==> src/rtl/core/bfr_fifo.sv <==
`default_nettype none
module bfr_fifo #(
  parameter int WIDTH = 8,
  parameter int DEPTH = 2
) (
  input  wire logic             clk,
  input  wire logic             rst_n,
  input  wire logic             push,
  input  wire logic [WIDTH-1:0] wdata,
  output logic                  full,
  input  wire logic             pop,
  output logic      [WIDTH-1:0] rdata,
  output logic                  empty
);

  localparam int AW = (DEPTH > 1) ? $clog2(DEPTH) : 1;

  logic [WIDTH-1:0] mem_r [DEPTH];
  logic [AW-1:0]    wr_ptr_r, wr_ptr_nxt;
  logic [AW-1:0]    rd_ptr_r, rd_ptr_nxt;
  logic [AW:0]      cnt_r, cnt_nxt;
  logic             do_push, do_pop;

  assign full    = (cnt_r == (AW+1)'(DEPTH));
  assign empty   = (cnt_r == '0);
  assign do_push = push & ~full;
  assign do_pop  = pop & ~empty;
  assign rdata   = mem_r[rd_ptr_r];

  always_comb begin
    wr_ptr_nxt = wr_ptr_r;
    rd_ptr_nxt = rd_ptr_r;
    cnt_nxt    = cnt_r;
    if (do_push) begin
      wr_ptr_nxt = (wr_ptr_r == AW'(DEPTH - 1)) ? '0 : wr_ptr_r + 1'b1;
    end
    if (do_pop) begin
      rd_ptr_nxt = (rd_ptr_r == AW'(DEPTH - 1)) ? '0 : rd_ptr_r + 1'b1;
    end
    if (do_push && !do_pop) begin
      cnt_nxt = cnt_r + 1'b1;
    end else if (!do_push && do_pop) begin
      cnt_nxt = cnt_r - 1'b1;
    end
  end

  always_ff @(posedge clk) begin
    if (!rst_n) begin
      wr_ptr_r <= '0;
      rd_ptr_r <= '0;
      cnt_r    <= '0;
    end else begin
      wr_ptr_r <= wr_ptr_nxt;
      rd_ptr_r <= rd_ptr_nxt;
      cnt_r    <= cnt_nxt;
    end
  end

  always_ff @(posedge clk) begin
    if (do_push) begin
      mem_r[wr_ptr_r] <= wdata;
    end
  end

endmodule
`default_nettype wire

==> config.mk <==
export PLATFORM = sky130hd
export DESIGN_NAME = bfr_fifo
export DESIGN_NICKNAME = d
export VERILOG_FILES = /design/src/rtl/core/bfr_fifo.sv
export SDC_FILE = /design/constraint.sdc
export NUM_CORES = 1
export LEC_CHECK = 0
export BUFFER_PORTS_ARGS = -buffer_cell sky130_fd_sc_hd__buf_2
export CORE_MARGIN = 5
export CORE_UTILIZATION = 52
export DETAILED_ROUTE_END_ITERATION = 10
export PLACE_DENSITY = 0.8
export SYNTH_ARGS = -nofsm -noshare
export SYNTH_HDL_FRONTEND = slang
export SYNTH_SLANG_ARGS = --single-unit
==> constraint.sdc <==
create_clock -name clk -period 2.35 [get_ports clk]
set_clock_uncertainty 0.05 [all_clocks]
set_input_delay 0.1175 -clock clk [delete_from_list [all_inputs] [get_ports clk]]
set_output_delay 0.1175 -clock clk [all_outputs]
set_load 0.03 [all_outputs]
Yosys cells after proc, flatten, opt, wreduce, memory -nomap -nowiden --
Memory sizes are Yosys's and may differ from the RTL's. A register that Yosys moved wholly into a read port is not among the register bits. Cells that the tools add are included.
Word-level totals: bits in writable memories 16, output and inout port bits 10, input port bits 12, memories kept 1, bits in registers 4
Cells by class: reduce and logical (&&, ||, !) cells 6, equality and inequality tests 1, muxes and demuxes 8, bitwise gates (word level) 4, $add $sub $neg 4
Memories:
- mem_r | words 2, bits a word 8, rd ports 1, clocked after Yosys merged registers in 1, wr ports 1, RTL line 18 | logic [WIDTH-1:0] mem_r [DEPTH];
Operator list (number):
- $mux W1 | 6
- $mux W2 | 2
- $add A1 B1 Y1 const B | 2
- $add A2 B1 Y2 const B | 1
- $and A1 B1 Y1 | 2
- $eq A2 B2 Y1 const B | 1
- $logic_and A1 B1 Y1 | 2
- $logic_not A1 Y1 | 2
- $logic_not A2 Y1 | 1
- $not A1 Y1 | 2
- $reduce_bool A2 Y1 | 1
- $sub A2 B1 Y2 const B | 1

Logic depth before layout (Yosys ltp) --
depth in word-level cells 7, depth in mapped cells 7, depth with buffers taken out 7

Least setup slack after synthesis --
No wires, ideal clock.
path kind register -> register, start point register cnt_r[0], end point register cnt_r[1], data arrival time 1482 ps, clock period less this slack 1602 ps, stages on the path, launching flop included 7, path slack 748 ps, data required time 2230 ps, cells stage by stage dfxtp_1 > nand2b_1 > inv_2 > nor2_1 > ha_1 > or3_1 > a21boi_1
On the way: longest elaborated chain between the ends 6, elaborated cells between the ends (all ways) 15
RTL lines:
- start: declaration | RTL line 21 | logic [AW:0] cnt_r, cnt_nxt;
- start signal: assignment | RTL line 55 | cnt_r <= cnt_nxt;
- $eq A2 B2 Y1 * | RTL line 24 | assign full = (cnt_r == (AW+1)'(DEPTH));
- net full | RTL line 10 | output logic full,
- $not A1 Y1 * | RTL line 26 | assign do_push = push & ~full;
- $and A1 B1 Y1 * | RTL line 26
- $logic_not A1 Y1 | RTL line 42 | end else if (!do_push && do_pop) begin
- $logic_and A1 B1 Y1 | RTL line 42
- $reduce_bool A2 Y1 (no line)
The timed path passes the listed nets; every way through them passes the cells marked *. The select of a mux whose other input is x is not followed. A chain may end at the register's enable or synchronous reset.

Worst setup path in the final report --
start point register cnt_r[0], end point register cnt_r[1]
On the way: longest elaborated chain between the ends 6, elaborated cells between the ends (all ways) 15
RTL lines (RTL line):
- $eq A2 B2 Y1 or $logic_not A2 Y1 (tied branches) | 24, 25
- $not A1 Y1 (on tied branches) | 26, 27
- $and A1 B1 Y1 (on tied branches) | 26, 27
- $logic_not A1 Y1 (on tied branches) | 42, 40
- $logic_and A1 B1 Y1 (on tied branches) | 42, 40
- $reduce_bool A2 Y1 (no line) or $mux W2 (tied branches)
Several ways; a longest one is shown, not always the timed one. The select of a mux whose other input is x is not followed.

==> results_dict.tcl <==
set metrics [dict create \
    path_clk_slew_ps 110 \
    hp-class "in -> reg" \
    dieHeight_um 49.5 \
    layout-drive-gt1-share_pct 42.7 \
    first_pass_iters 4 \
    fin_ws_ps 690 \
    worst_pin_slew_ps 664 \
    holdPathStages 2 \
    drc_errors 0 \
    r2r_end "cnt_r[1]" \
    ant_nets 0 \
    end_kind "flip-flop" \
    cts_sinks 21 \
    required_ps 2530 \
    startpoint_type "flip-flop" \
    power.total_mw 1.10 \
    num_antenna_cells 0 \
    cts_made_buffers 3 \
    cp_cell_sequence "nand2b_1 -> inv_2 -> nor2_1 -> ha_1 -> or3_1 -> a21boi_1" \
    cpPeakStageDelay_ps 420 \
    synth-seq-area-share_pct 71.7 \
    core_um2 1490 \
    clk_latency_ps 290 \
    synth_area_leaders "edfxtp_1, dfxtp_1, mux2_2" \
    crit_family "simple AND/OR/NAND/NOR gates" \
    detail_route.wirelength_um 1280 \
    track_usage_pct 11.7 \
    grt_pass1_wl_um 2220 \
    drv_slew 0 \
    portBuffers 21 \
    cap_viol_max_count 0 \
    final_area_um2 1040 \
    synth_top_area_share_pct 59.4 \
    die-area_um2 2450 \
    min_from "rst_n" \
    netlist.top_cell.by_area "edfxtp_1" \
    cp.arrival_ps 1840 \
    grt_max_degree 13 \
    htree_num_levels 1 \
    fin_crit_sh_pct 70.6 \
    die_w_um 49.5 \
    synth_fp_nets 63 \
    drt-wirelength-per-cell_um 13.0 \
    rows 14 \
    ios 22 \
    fillers 102 \
    fin_crit_ps 1660 \
    syn_inst 50 \
    grt_pass1_vias 494 \
    yosys_warnings 0 \
    syn_area_per_cell_um2 16.2 \
    fin_hold_ws_ps 28.2 \
    antenna_found_initial 0 \
    worstSetupPathType "reg -> reg" \
    finalSetupTns_ps 0 \
    worst-r2r-setup-slack_ps 690 \
    power_density_nw_per_um2 1060 \
    ys_types 20 \
    cp_slowest_cell "dfxtp_1" \
    ir_worst_vdd_mv 0.837 \
    drtIter0Drc 14 \
    synth_seq_cells 21 \
    worstRegToRegCells 6 \
    globalplace.congestion 0.751 \
    holdPathEnd "wr_ptr_r" \
    hold_violations 0 \
    placed_area_um2 930 \
    syn_to_final_growth_pct 28.1 \
    layout.nets 96 \
    start_util_pct 54.4 \
    fmax_mhz 603 \
    clockRootBuffer "clkbuf_4" \
    status "completed" \
    viasPerCell 5.00 \
    cts_tree "yes" \
    gr-total-overflow 0 \
    finalSetupViolations 0 \
    rsz0062_at_grt "no" \
    p_leak_nw 0.415 \
    r2r_start "cnt_r[0]" \
    path_max_fanout 5 \
    cp_num_buf_inv 1 \
    dp_slack_ps 707 \
    cts_buffer_depth 2 \
    vias 490 \
    postCtsSetupBuffers 0 \
    max_slew_margin_pct 55.5 \
    synth_area_um2 810 \
]
Yosys cell counts:
| library cell | count |
|---|---|
| xnor2_1 | 2 |
| o21a_1 | 1 |
| a21boi_1 | 1 |
| and2_1 | 3 |
| dfxtp_1 | 5 |
| nor3_2 | 1 |
| a21boi_0 | 1 |
| nand2b_1 | 1 |
| buf_2 | 1 |
| ha_1 | 1 |
| inv_1 | 1 |
| and3_1 | 1 |
| edfxtp_1 | 16 |
| or3_1 | 1 |
| o21ai_0 | 1 |
| nor2_1 | 2 |
| mux2_2 | 8 |
| o21ai_1 | 1 |
| inv_2 | 1 |
| xor2_1 | 1 |
flip-flops by register name, summed over array words and instances (netlist names), named ones only:
| name | cells |
|---|---|
| mem_r | 16 |
| cnt_r | 2 |
| rd_ptr_r | 1 |
| wr_ptr_r | 1 |
how the worst max path moves through the flow:
stage               slack (ps)  depth (start not counted)     start           to
floorplan                  750                          6  cnt_r[0]     cnt_r[1]
global placement           790                          3  cnt_r[0]  mem_r[0][7]
detailed placement         710                          6  cnt_r[0]     cnt_r[1]
CTS                        680                          6  cnt_r[0]     cnt_r[1]
global route               570                          6  cnt_r[0]     cnt_r[1]
finish                     690                          6  cnt_r[0]     cnt_r[1]
stage by stage:
step                utilization [%]  instances
floorplan                         -         50
finish                         69.7         98
global route                   69.7         98
detailed placement             62.4         86
global placement               62.4         86
CTS                            69.7         98
placed cells by master, fill, tap and decap left out, drive strengths merged:
cell type    Yosys  routed
a21boi           2       2
and2             3       3
and3             1       1
buf              1      21
clkbuf           0       3
clkinv           0       1
dfxtp            5       5
dlygate4sd3      0       8
edfxtp          16      16
ha               1       1
inv              2       2
mux2             8       8
nand2b           1       1
nor2             2       2
nor3             1       1
o21a             1       1
o21ai            2       2
or3              1       1
xnor2            2       2
xor2             1       1
kinds of logic (layout without fill, tap and decap cells):
kind of cell | after synthesis | count (layout) | synth area share [%]
DFF | 21 | 21 | 71.7
and+or+nand+nor | 9 | 9 | 6.80
muxes | 8 | 8 | 11.1
AOI/OAI and AO/OA | 5 | 5 | 4.02
xor gates and xnor gates | 3 | 3 | 3.25
buffers and inverters | 3 | 35 | 1.54
adders and majority gates | 1 | 1 | 1.55
power breakdown:
group	internal (mW)	leakage, nW	switching, mW	total, mW
clock network	0.0633	0.0177	0.104	0.167
registers	0.474	0.191	0.0460	0.520
logic	0.170	0.207	0.245	0.415
repair_timing:
action,in CTS,in global routing
endpoints found under the hold margin,16,0
resized for setup,0,0
hold buffers,8,0
routing by layer:
layer | part of all wire (%) | vias to the layer above | GRT usage (%) | wire [um]
met5 | 0 | - | 0 | 0
met4 | 0 | 0 | 5.24 | 0
met3 | 4.5 | 0 | 3.01 | 58
met2 | 51 | 13 | 18.2 | 652
met1 | 44 | 233 | 15.1 | 568
li1 | - | 244 | - | -
final cells by class:
| type | instances | area (um^2) | area share [%] |
|---|---|---|---|
| Clock buffer | 3 | 22.5 | 2.17 |
| Clock inverter | 1 | 5.00 | 0.483 |
| Inverter | 2 | 7.51 | 0.724 |
| Multi-Input combinational cell | 26 | 216 | 20.9 |
| Sequential cell | 21 | 581 | 56.0 |
| Tap cell | 16 | 20.0 | 1.93 |
| Timing Repair Buffer | 29 | 185 | 17.9 |
Note: power is estimated with default switching activity, not from simulation.
