[config.mk]
export PLATFORM = sky130hd
export DESIGN_NAME = bfr_front
export DESIGN_NICKNAME = d
export VERILOG_FILES = /design/src/rtl/core/bfr_pkg.sv /design/src/rtl/core/bfr_fifo.sv /design/src/rtl/core/bfr_front.sv
export SDC_FILE = /design/constraint.sdc
export NUM_CORES = 1
export LEC_CHECK = 0
export ABC_AREA = 1
export BUFFER_PORTS_ARGS = -buffer_cell sky130_fd_sc_hd__buf_2
export CAP_MARGIN = 20
export CORE_ASPECT_RATIO = 1.2
export CORE_MARGIN = 2
export CORE_UTILIZATION = 47
export DETAILED_ROUTE_END_ITERATION = 8
export GPL_ROUTABILITY_DRIVEN = 0
export PLACE_DENSITY = 0.77
export SETUP_SLACK_MARGIN = 0.4
export SYNTH_ARGS = -nofsm -noshare
export SYNTH_HDL_FRONTEND = slang
export SYNTH_HIERARCHICAL = 1
export SYNTH_SLANG_ARGS = --single-unit
[constraint.sdc]
create_clock -name clk -period 3.1 [get_ports clk]
set_input_delay 0.31 -clock clk [delete_from_list [all_inputs] [get_ports clk]]
set_output_delay 0.31 -clock clk [all_outputs]
set_load 0.01 [all_outputs]
[src/rtl/core/bfr_pkg.sv]
`default_nettype none
package bfr_pkg;

  localparam int DEF_BUFFER_DEPTH   = 4096;
  localparam int DEF_MAX_FIELD_BITS = 32;
  localparam int CMD_QUEUE_DEPTH    = 2;
  localparam int RES_QUEUE_DEPTH    = 2;

  localparam logic [2:0] CMD_LOAD        = 3'd0;
  localparam logic [2:0] CMD_READ_U      = 3'd1;
  localparam logic [2:0] CMD_READ_S      = 3'd2;
  localparam logic [2:0] CMD_READ_OFFSET = 3'd3;
  localparam logic [2:0] CMD_PEEK        = 3'd4;
  localparam logic [2:0] CMD_ALIGN       = 3'd5;
  localparam logic [2:0] CMD_SEEK        = 3'd6;

  typedef struct packed {
    logic [2:0]  cmd;
    logic [5:0]  bit_count;
    logic        bias;
    logic [7:0]  align_multiple;
    logic [15:0] new_position;
    logic [11:0] load_index;
    logic [7:0]  load_byte;
  } in_item_t;

  typedef struct packed {
    logic signed [31:0] field_value;
    logic [15:0]        bit_position;
    logic [15:0]        bits_remaining;
  } out_item_t;

  typedef enum logic [2:0] {
    OP_NOP,
    OP_LOAD,
    OP_READ,
    OP_PEEK,
    OP_ALIGN,
    OP_SEEK
  } op_t;

  typedef enum logic [1:0] {
    MODE_UNSIGNED,
    MODE_SIGNED,
    MODE_OFFSET
  } mode_t;

  // decoded command handed from front to back
  typedef struct packed {
    op_t         op;
    mode_t       mode;
    logic [5:0]  n;
    logic        bias;
    logic [7:0]  mult;
    logic [15:0] newp;
    logic        load_ok;
    logic [11:0] load_index;
    logic [7:0]  load_byte;
  } dec_t;

endpackage
`default_nettype wire

[src/rtl/core/bfr_fifo.sv]
`default_nettype none
module bfr_fifo #(
  parameter int WIDTH = 8,
  parameter int DEPTH = 2
) (
  input  wire logic             clk,
  input  wire logic             rst_n,
  input  wire logic             push,
  input  wire logic [WIDTH-1:0] wdata,
  output logic                  full,
  input  wire logic             pop,
  output logic      [WIDTH-1:0] rdata,
  output logic                  empty
);

  localparam int AW = (DEPTH > 1) ? $clog2(DEPTH) : 1;

  logic [WIDTH-1:0] mem_r [DEPTH];
  logic [AW-1:0]    wr_ptr_r, wr_ptr_nxt;
  logic [AW-1:0]    rd_ptr_r, rd_ptr_nxt;
  logic [AW:0]      cnt_r, cnt_nxt;
  logic             do_push, do_pop;

  assign full    = (cnt_r == (AW+1)'(DEPTH));
  assign empty   = (cnt_r == '0);
  assign do_push = push & ~full;
  assign do_pop  = pop & ~empty;
  assign rdata   = mem_r[rd_ptr_r];

  always_comb begin
    wr_ptr_nxt = wr_ptr_r;
    rd_ptr_nxt = rd_ptr_r;
    cnt_nxt    = cnt_r;
    if (do_push) begin
      wr_ptr_nxt = (wr_ptr_r == AW'(DEPTH - 1)) ? '0 : wr_ptr_r + 1'b1;
    end
    if (do_pop) begin
      rd_ptr_nxt = (rd_ptr_r == AW'(DEPTH - 1)) ? '0 : rd_ptr_r + 1'b1;
    end
    if (do_push && !do_pop) begin
      cnt_nxt = cnt_r + 1'b1;
    end else if (!do_push && do_pop) begin
      cnt_nxt = cnt_r - 1'b1;
    end
  end

  always_ff @(posedge clk) begin
    if (!rst_n) begin
      wr_ptr_r <= '0;
      rd_ptr_r <= '0;
      cnt_r    <= '0;
    end else begin
      wr_ptr_r <= wr_ptr_nxt;
      rd_ptr_r <= rd_ptr_nxt;
      cnt_r    <= cnt_nxt;
    end
  end

  always_ff @(posedge clk) begin
    if (do_push) begin
      mem_r[wr_ptr_r] <= wdata;
    end
  end

endmodule
`default_nettype wire

[src/rtl/core/bfr_front.sv]
`default_nettype none
module bfr_front #(
  parameter int BUFFER_DEPTH   = bfr_pkg::DEF_BUFFER_DEPTH,
  parameter int MAX_FIELD_BITS = bfr_pkg::DEF_MAX_FIELD_BITS
) (
  input  wire logic              clk,
  input  wire logic              rst_n,
  input  wire logic              in_push,
  input  wire bfr_pkg::in_item_t in_item,
  output logic                   in_full,
  output logic                   cmd_valid,
  output bfr_pkg::dec_t          cmd_item,
  input  wire logic              cmd_pop
);

  bfr_pkg::dec_t              dec;
  logic [$bits(bfr_pkg::dec_t)-1:0] q_rdata;
  logic                       q_empty;

  always_comb begin
    dec.op         = bfr_pkg::OP_NOP;
    dec.mode       = bfr_pkg::MODE_UNSIGNED;
    dec.n          = (in_item.bit_count > 6'(MAX_FIELD_BITS)) ? 6'(MAX_FIELD_BITS)
                                                              : in_item.bit_count;
    dec.bias       = in_item.bias;
    dec.mult       = in_item.align_multiple;
    dec.newp       = in_item.new_position;
    dec.load_ok    = (32'(in_item.load_index) < 32'(BUFFER_DEPTH));
    dec.load_index = in_item.load_index;
    dec.load_byte  = in_item.load_byte;
    case (in_item.cmd)
      bfr_pkg::CMD_LOAD:        dec.op = bfr_pkg::OP_LOAD;
      bfr_pkg::CMD_READ_U:      dec.op = bfr_pkg::OP_READ;
      bfr_pkg::CMD_READ_S: begin
        dec.op   = bfr_pkg::OP_READ;
        dec.mode = bfr_pkg::MODE_SIGNED;
      end
      bfr_pkg::CMD_READ_OFFSET: begin
        dec.op   = bfr_pkg::OP_READ;
        dec.mode = bfr_pkg::MODE_OFFSET;
      end
      bfr_pkg::CMD_PEEK:        dec.op = bfr_pkg::OP_PEEK;
      bfr_pkg::CMD_ALIGN:       dec.op = bfr_pkg::OP_ALIGN;
      bfr_pkg::CMD_SEEK:        dec.op = bfr_pkg::OP_SEEK;
      default:                  dec.op = bfr_pkg::OP_NOP;
    endcase
  end

  bfr_fifo #(
    .WIDTH ($bits(bfr_pkg::dec_t)),
    .DEPTH (bfr_pkg::CMD_QUEUE_DEPTH)
  ) u_cmd_q (
    .clk   (clk),
    .rst_n (rst_n),
    .push  (in_push),
    .wdata (dec),
    .full  (in_full),
    .pop   (cmd_pop),
    .rdata (q_rdata),
    .empty (q_empty)
  );

  assign cmd_valid = ~q_empty;
  assign cmd_item  = bfr_pkg::dec_t'(q_rdata);

endmodule
`default_nettype wire

After elaboration in Yosys (flattened, before gate mapping)
Memory sizes are Yosys's and may differ from the RTL's. A register that Yosys moved wholly into a read port is not among the register bits.
Index checks and enable logic that the tools add are counted.
Cells by class
  $add $sub $neg: 4
  magnitude comparators: 1
  eq/ne operators: 7
  multiplexer cells: 11
  bitwise operators: 4
  reduce and logical (&&, ||, !) cells: 8
Operators with widths (count)
  $pmux W3 S5: 1
  $eq A3 B3 Y1 const B: 3
  $eq A3 B2 Y1 const B: 2
  $gt A6 B6 Y1 const B: 1
  $mux W1: 6
  $mux W6: 1
  $mux W2: 2
  $pmux W2 S2: 1
  $eq A3 B1 Y1 const B: 1
  $logic_not A3 Y1: 1
  $reduce_or A3 Y1: 1
  $add A1 B1 Y1 const B: 2
  $add A2 B1 Y2 const B: 1
  $and A1 B1 Y1: 2
  $eq A2 B2 Y1 const B: 1
  $logic_and A1 B1 Y1: 2
  $logic_not A1 Y1: 2
  $logic_not A2 Y1: 1
  $not A1 Y1: 2
  $reduce_bool A2 Y1: 1
  $sub A2 B1 Y2 const B: 1
Word-level totals
  bits in registers: 4
  bits in writable memories: 112
  input bits: 58
  output and inout bits: 59
  logic and storage cells: 39
  memories: 1
Memory list
  u_cmd_q.mem_r: words 2, width 56, rd ports 1, clocked after Yosys merged registers in 1, wr ports 1, RTL line bfr_fifo.sv:18  | logic [WIDTH-1:0] mem_r [DEPTH];

Logic depth before layout (Yosys ltp)
Gate-level depths: netlist of run 1.
  word-level depth: 7
  mapped depth: 10
  depth with buffers taken out: 10

By module
The synthesis of run 1 kept the hierarchy.
By module, submodules not included
  bfr_fifo: times used 1, cells an instance 215, area an instance 4474.3 µm², sequential area each 3523.4 µm²
  bfr_front: times used 1, cells an instance 27, area an instance 117.6 µm², sequential area each 0.0 µm²

Least setup slack after synthesis of run 1
OpenSTA, ideal clock, no wires.
  path kind: register to register
  start point: register u_cmd_q.cnt_r[0]
  end point: memory u_cmd_q/mem_r[0][0] (netlist bit) (enable)
  library setup time: 472 ps
  arrival time: 2882 ps
  data required time: 2628 ps
  path slack: -254 ps
  stages on the path, launching flop included: 3
  path buffers: 0
  period minus slack after synthesis: 3354 ps
  path through: dfxtp_1 o21ai_1 nor2_1
Between the ends
  longest elaborated chain between the ends: 5
Ends and longest elaborated chain
  start: declaration: RTL line bfr_fifo.sv:21  | logic [AW:0] cnt_r, cnt_nxt;
  start signal: assignment: RTL line bfr_fifo.sv:55  | cnt_r <= cnt_nxt;
  $eq A2 B2 Y1: RTL line bfr_fifo.sv:24  | assign full = (cnt_r == (AW+1)'(DEPTH));
  $not A1 Y1: RTL line bfr_fifo.sv:26  | assign do_push = push & ~full;
  $and A1 B1 Y1: RTL line bfr_fifo.sv:26
  $mux W1: RTL line bfr_fifo.sv:60  | if (do_push) begin
  $mux W1 (not written as such): RTL line bfr_fifo.sv:61  | mem_r[wr_ptr_r] <= wdata;
  end: declaration: RTL line bfr_fifo.sv:18
Every way passes these cells.

==> results.txt, run 1 <==
----------------------------------------------------
[Synthesis]
  Compound-cell area share of the yosys netlist ... 0.763%
  Async set or reset register ratio after synthesis ... 0%
  Register bit total from synthesis ... 119
  Top-count cell post-synth ... edfxtp_1
  Post-synth EDFFs ... 114
  Mux cell area share after synthesis ... 16.4%
  Combinational family with the most area after synthesis ... multiplexers
  Distinct cell type count after synthesis ... 19
  Top area cells in the synthesized netlist ... edfxtp_1, mux2_4, mux2_2
  Fraction of the yosys area taken by sequential cells ... 76.7%
  Post-Synth XOR/XNOR Area ... 0%
  Netlist area before placement ... 4590 sq um
  Number of warnings reported in the yosys synthesis log ... 6
  Gate Count Post-Synth ... 242
  Synth Area in Simple Gates ... 3.13%
  Top cells by count, synth ... edfxtp_1, mux2_4, mux2_2
  Area fraction of the dominant cell type after synthesis ... 74.6%
  Most area-hungry cell type in the Yosys netlist ... edfxtp_1
  Main synth FF type ... edfxtp_1
  Avg Inst Size Synth ... 19.0 sq um
  Synth Area in Adders ... 0.272%

[Drt]
  Final wirelength ... 7270 um
  Detailed-router iteration count before antenna repair ... 4
  Vias ... 2385
  Avg WL per Cell ... 14.3 um
  Via/cell ratio ... 4.69
  Antenna violation net count after detailed routing ... 0
  Detailed router's first-iteration violation count ... 135
  DRC violations left ... 0

[Pwr]
  Areal power density over the cells ... 841 nW/um^2
  Leakage component of the power ... 2.34 nW
  Worst ir drop on vdd ... 0.000474 V

[Global routing]
  Initial antenna violation count ... 0
  Largest net degree at the start of global routing ... 58
  Global-route wire length before repair ... 11400 um
  Via count of the first global-routing pass ... 2447
  All-Layer GR Usage ... 14.7%
  Remaining global-route overflow ... 0

[Clocking]
  Clock-pin slew of the registers on the worst-case setup and hold paths ... 0.05 ns
  Root Driver ... clkbuf_16
  CTS-repair resized insts ... 0
  TritonCTS clock tree ... built
  Clock latency on the worst-skew pair ... 0.40 ns
  Setup bufs post-CTS ... 0
  Post-CTS Hold Fix Bufs ... 0
  H-tree depth reported by CTS ... 4
  Maximum root-to-sink buffer count ... 2
  CTS Buf Count ... 17
  Clock sink total ... 119

[Critical path]
  Critical-path cell with the highest stage delay ... dfxtp_4
  End of the worst register-to-register path ... u_cmd_q/mem_r[1][29]
  Setup crit start kind ... flip-flop
  Number of cell instances on the worst register-to-register path ... 3
  Category of the critical setup timing path ... reg2out
  FF-to-FF setup slack ... 1.23 ns
  Worst path max stage delay ... 0.93 ns
  Worst reg2reg path startpoint ... u_cmd_q/cnt_r[0]
  Chain of cells forming the critical path ... mux2_2 -> buf_2
  Largest fanout of any net on the critical path ... 57
  CP endpoint kind ... output port
  Data required time at the worst endpoint ... 2.79 ns
  Data arrival, critical path ... 1.95 ns

[Job]
  Maximum capacitance violations ... 0

[Worst hold path]
  Hold Path Class ... in2reg
  Worst-case hold path end point ... u_cmd_q/mem_r[0][38]
  Worst Hold Depth ... 1
  Worst Min Path Start ... in_item[37]

[Floorplanning]
  Count of standard-cell rows ... 39
  Width of the die ... 94.2 um
  Placeable core region ... 9520 sq um
  Vertical die dimension ... 112 um
  Die area ... 10600 sq um
  Count of boundary I/O pins ... 117
  Initial Utilization ... 48.3%

[Cells and area]
  P&R area growth vs syn ... 27.9%
  Layout cell share with drive strength beyond 1 ... 53.4%
  NumNets Final ... 432
  Final core utilization ... 61.7%
  Count of non-filler cells in the finished layout ... 508

[STA]
  Least-Margin Pin Slew ... 0.925 ns
  Setup repair after global routing missed its margin ... no
  Number of endpoints with negative hold slack in the final report ... 0
  Share of the cycle needed by the critical path after routing ... 72.9%
  # setup viols final ... 0
  Count of pins over their slew limit ... 0
  Min cycle time layout ... 2.26 ns
  Clock Skews ... 0.00976 ns
  FMAX ... 443 MHz
  Max transition margin ... 38.4%

[Placed design]
  Count of input and output buffers ... 116
  # placed instances ... 477
  HPWL after DPL ... 4820 um

[Run status]
  Status ... completed

----------------------------------------------------
[worst max path at each step]
stage / depth (start not counted) / slack, ns / startpoint / end
after floorplan: 2 / -0.25 / u_cmd_q/cnt_r[0] / u_cmd_q/mem_r[0][0]
after global placement: 2 / 1.21 / flip-flop / cmd_item[40]
after detailed placement: 3 / 1.20 / u_cmd_q/cnt_r[0] / u_cmd_q/mem_r[1][25]
after CTS: 2 / 0.80 / flip-flop / cmd_item[42]
after global routing: 2 / 0.74 / flip-flop / cmd_item[40]
final: 2 / 0.84 / flip-flop / cmd_item[40]
[cell usage in the layout (no fill, tap or decap), types with 2 or more instances in the layout]
master and instances:
nand2_1 10, dfxtp_1 4, buf_12 2, nand3_1 2, clkbuf_16 17, nor2_1 17
o21ai_0 3, nor2_4 2, inv_1 16, clkinv_2 4, a21oi_1 3, buf_2 116
edfxtp_1 114, mux2_2 27, bufinv_16 2, clkinv_1 5, conb_1 2, mux2_4 30
[flip-flops by register name (all words and copies together) (netlist names), named ones only]
signal            count
u_cmd_q/cnt_r         2
u_cmd_q/rd_ptr_r      1
u_cmd_q/mem_r       114
u_cmd_q/wr_ptr_r      1
[layer usage]
layer  global-route usage [%]  part of all wire [%]
met1                     15.0                    37
met2                     25.4                    54
met3                     6.78                   6.8
met4                     6.38                   1.5
met5                        0                     0
[stage by stage]
stage | power, mW | setup slack [ns] | cell area [sq um] | hold slack, ns | TNS, ns
finish | 4.94 | 0.841 | 5870 | 0.103 | 0
global route | 5.17 | 0.741 | 5870 | 0.0805 | 0
CTS | 5.02 | 0.796 | 5870 | 0.0859 | 0
detailed placement | 3.24 | 1.20 | 5330 | 0.502 | 0
global placement | 3.21 | 1.21 | 5330 | 0.480 | 0
floorplan | 2.87 | -0.254 | 4600 | 0.409 | -28.99
[worst max-delay path, delay by kind of cell (launching register included)]
family	cells	cell delay (ns)
DFF	1	0.93
muxes	1	0.43
buffers and inverters	1	0.15
[kinds of logic after synthesis]
family | Yosys count
adders and majority gates | 1
other | 1
AOI/OAI and AO/OA | 7
DFF | 119
and+or+nand+nor | 34
buffers and inverters | 23
muxes | 57
[area by class of cell]
| class | instances | area [sq um] |
|---|---|---|
| repair buffers | 118 | 621 |
| clock inverters | 13 | 115 |
| diodes | 1 | 2.50 |
| flip-flops and latches | 119 | 3530 |
| well taps | 123 | 154 |
| fillers | 746 | 3640 |
| multi-input cells | 101 | 968 |
| inverters | 16 | 60.1 |
| clock buffers | 17 | 425 |
[where the power goes]
part           leakage (nW)  internal (mW)  switching (mW)
Combinational         0.965          0.520           0.462
Sequential             1.11           2.04           0.155
Clock                 0.266           1.15           0.611
Total                  2.34           3.71            1.23
Power figures use the tool's default switching activity.
==> inputs of run 2 (changes only) <==
--- a/config.mk
+++ b/config.mk
@@ -5,7 +5,7 @@
 export SDC_FILE = /design/constraint.sdc
 export NUM_CORES = 1
 export LEC_CHECK = 0
-export ABC_AREA = 1
+export ABC_AREA = 0
 export BUFFER_PORTS_ARGS = -buffer_cell sky130_fd_sc_hd__buf_2
 export CAP_MARGIN = 20
 export CORE_ASPECT_RATIO = 1.2
==> constraint.sdc (replaced) <==
create_clock -name clk -period 1.9 [get_ports clk]
set_input_delay 0.19 -clock clk [delete_from_list [all_inputs] [get_ports clk]]
set_output_delay 0.19 -clock clk [all_outputs]
set_load 0.01 [all_outputs]
==> results.txt, run 2 <==
----------------------------------------------------
[Cells and area]
  Commonest non-fill, non-tap cells in the layout ... edfxtp_1, buf_2, dlygate4sd3_1
  Layout cell share with drive strength beyond 1 ... 48.0% (-5.4 points)
  Biggest register ... u_cmd_q/mem_r
  NumNets Final ... 466 (+7.9%)
  Final core utilization ... 72.8% (+11 points)
  Largest registers ... u_cmd_q/mem_r x114, u_cmd_q/cnt_r x2
  Flip-flop count of the largest register, all copies and words added ... 114 (unchanged)
  Most common library cell in the layout ignoring fill and taps ... edfxtp_1
  P&R area growth vs syn ... 49.7%

[Global routing]
  Met2 GRT Util ... 30.5% (+5.1 points)
  Largest net degree at the start of global routing ... 59 (+1.7%)
  Initial antenna violation count ... 1 (+1)
  Grt met3 use ... 5.87% (-0.91 points)
  All-Layer GR Usage ... 17.1% (+2.4 points)
  Via count of the first global-routing pass ... 2730 (+12%)
  Remaining global-route overflow ... 0 (unchanged)
  Global-route wire length before repair ... 13000 um (+14%)
  Met1 routing resource usage after global routing ... 17.9% (+2.9 points)
  GR peak layer ... met2

[STA]
  FMAX ... 550 MHz
  Post-route worst setup slack ... 0.0822 ns (-0.759 ns)
  Clock Skews ... 0.00530 ns (-0.00446 ns)
  Min cycle time layout ... 1.82 ns
  Setup repair after global routing missed its margin ... yes
  # setup viols final ... 0 (unchanged)
  Count of pins over their slew limit ... 0 (unchanged)
  Number of endpoints with negative hold slack in the final report ... 0 (unchanged)
  Share of the cycle needed by the critical path after routing ... 95.7%

[Worst hold path]
  Hold Path Class ... in2reg

[Drt]
  Detailed router's first-iteration violation count ... 137 (+1.5%)
  Final wirelength ... 8880 um (+22%)
  Via/cell ratio ... 4.81 (+2.5%)
  Vias ... 2598 (+8.9%)
  Detailed-router iteration count before antenna repair ... 4 (unchanged)
  Antenna violation net count after detailed routing ... 0 (unchanged)
  Avg WL per Cell ... 16.4 um (+15%)
  DRC violations left ... 0 (unchanged)

[Synthesis]
  Main synth FF type ... edfxtp_1
  Top cells by count, synth ... edfxtp_1, mux2_1, mux2_2
  Fraction of the yosys area taken by sequential cells ... 79.4% (+2.6 points)
  Top-count cell post-synth ... edfxtp_1
  Distinct cell type count after synthesis ... 28 (+9)
  Number of warnings reported in the yosys synthesis log ... 6 (unchanged)
  Area fraction of the dominant cell type after synthesis ... 77.1% (+2.6 points)
  Top area cells in the synthesized netlist ... edfxtp_1, mux2_1, mux2_2
  Register bit total from synthesis ... 119 (unchanged)
  Netlist area before placement ... 4440 sq um (-3.3%)
  Gate Count Post-Synth ... 218 (-9.9%)
  Most area-hungry cell type in the Yosys netlist ... edfxtp_1
  Avg Inst Size Synth ... 20.4 sq um (+7.3%)
  Post-synth EDFFs ... 114 (unchanged)
  Async set or reset register ratio after synthesis ... 0% (unchanged)

[Pwr]
  Worst ir drop on vdd ... 0.000923 V (+95%)
  Overall Power ... 9.00 mW (+82%)
  Leakage component of the power ... 2.61 nW (+11%)
  Areal power density over the cells ... 1350 nW/um^2 (+61%)

[Floorplanning]
  Die area ... 10200 sq um (-3.2%)
  Vertical die dimension ... 110 um (-1.6%)
  Count of standard-cell rows ... 38 (-2.6%)
  Width of the die ... 92.7 um (-1.6%)
  Placeable core region ... 9130 sq um (-4.1%)
  Count of boundary I/O pins ... 117 (unchanged)
  Initial Utilization ... 48.6% (+0.37 points)

[Clocking]
  Clock-pin slew of the registers on the worst-case setup and hold paths ... 0.06 ns (about the same)
  Root Driver ... clkbuf_8
  H-tree depth reported by CTS ... 4 (unchanged)
  CTS Buf Count ... 17 (unchanged)
  Clock sink total ... 119 (unchanged)
  TritonCTS clock tree ... built
  Clock latency on the worst-skew pair ... 0.50 ns (+0.10 ns)
  Maximum root-to-sink buffer count ... 2 (unchanged)

[Critical path]
  Category of the critical setup timing path ... reg2out
  End of the worst register-to-register path ... u_cmd_q/cnt_r[1]
  Critical Path End ... cmd_item[52]
  Setup crit start kind ... flip-flop
  Data arrival, critical path ... 1.63 ns (-0.32 ns)
  Largest fanout of any net on the critical path ... 6 (-89%)
  Worst reg2reg path startpoint ... u_cmd_q/cnt_r[1]
  Number of cell instances on the worst register-to-register path ... 4 (+1)
  FF-to-FF setup slack ... 0.37 ns (-0.86 ns)
  CP endpoint kind ... output port
  Data required time at the worst endpoint ... 1.71 ns (-1.08 ns)

[Placed design]
  HPWL after DPL ... 4640 um (-3.6%)
  Worst slack at placement ... 0.392 ns (-0.808 ns)
  Count of input and output buffers ... 116 (unchanged)

[Run status]
  Status ... completed

[Job]
  Maximum capacitance violations ... 0 (unchanged)

----------------------------------------------------
==> run 2: cell count changes after synthesis, moves of 2 or more <==
cell     previous run  this run
a21oi_1             3         1
and2_1              0         3
inv_1              16         3
mux2_1              0        30
mux2_4             30         0
nand2_1            10         0
nand3_1             2         0
nor2_1             19         4
nor2b_1             0         5
o21ai_0             3         1
xnor2_1             0         4
==> run 2: report_power, final <==
group | internal (mW) | leakage [nW] | total [mW] | switching, mW
clock | 1.95 | 0.280 | 2.99 | 1.04
combinational | 1.41 | 1.21 | 2.56 | 1.14
sequential | 3.32 | 1.11 | 3.45 | 0.133
==> run 2: metal layers <==
metal	up-vias	part of all wire, %
met5	-	0
met3	14	5.4
met4	0	1.5
met1	1269	40
li1	1222	-
met2	93	53
==> run 2: timing repair <==
action | 4_1_cts | 5_1_grt
endpoints found under the hold margin | 99 | 0
hold buffers | 48 | 0
pin swaps | 1 | 1
cloned | 1 | 3
resized for setup | 9 | 49
buffers inserted | 3 | 1
setup endpoints to repair | 58 | 76
==> run 2: cells by family (layout without fill, tap and decap cells) <==
kind of cell | Yosys count | count (layout) | share of synthesized area [%]
adder cells (fa/ha/maj) | 1 | 1 | 0.282
AO/OA/AOI/OAI | 6 | 6 | 0.845
XOR/XNOR | 5 | 5 | 0.986
flip-flops | 119 | 119 | 79.4
buffers and inverters | 11 | 211 | 1.52
AND/OR/NAND/NOR | 18 | 18 | 2.45
other | 1 | 3 | 0.0845
multiplexers | 57 | 57 | 14.5
==> run 2: worst max-delay path, stage by stage (launching register included) <==
cell       delay (ns)
dfxtp_4          0.40
buf_6            0.13
clkbuf_16        0.15
mux2_4           0.31
buf_6            0.12
==> run 2: stage by stage <==
step           instances  setup TNS [ns]  hold WS (ns)  instance area, sq um
5_1_grt              540               0        0.0255                  6650
4_1_cts              535               0       0.00240                  6320
6_report             540               0        0.0218                  6650
3_3_place_gp         452               0         0.379                  5210
2_1_floorplan        219          -27.92         0.289                  4460
3_5_place_dp         452               0         0.382                  5210
==> run 2: area by class of cell <==
cell class,count,area [sq um]
antenna,1,2.50
clock buffer,17,414
clock inverter,14,140
fill,577,2480
inverter,4,17.5
multi-input combinational,89,963
sequential,119,3530
tap,120,150
timing repair buffer,176,1430
==> run 2: worst min path at each step <==
stage           startpoint                    to  slack (ns)  depth (start not counted)
2_1_floorplan   in_item[0]   u_cmd_q/mem_r[0][0]        0.29                          0
3_3_place_gp   in_item[11]  u_cmd_q/mem_r[1][11]        0.38                          1
3_5_place_dp   in_item[29]  u_cmd_q/mem_r[0][30]        0.38                          1
4_1_cts        in_item[46]  u_cmd_q/mem_r[1][47]       0.002                          2
5_1_grt        in_item[51]  u_cmd_q/mem_r[1][54]        0.03                          2
6_report       in_item[46]  u_cmd_q/mem_r[1][47]        0.02                          2
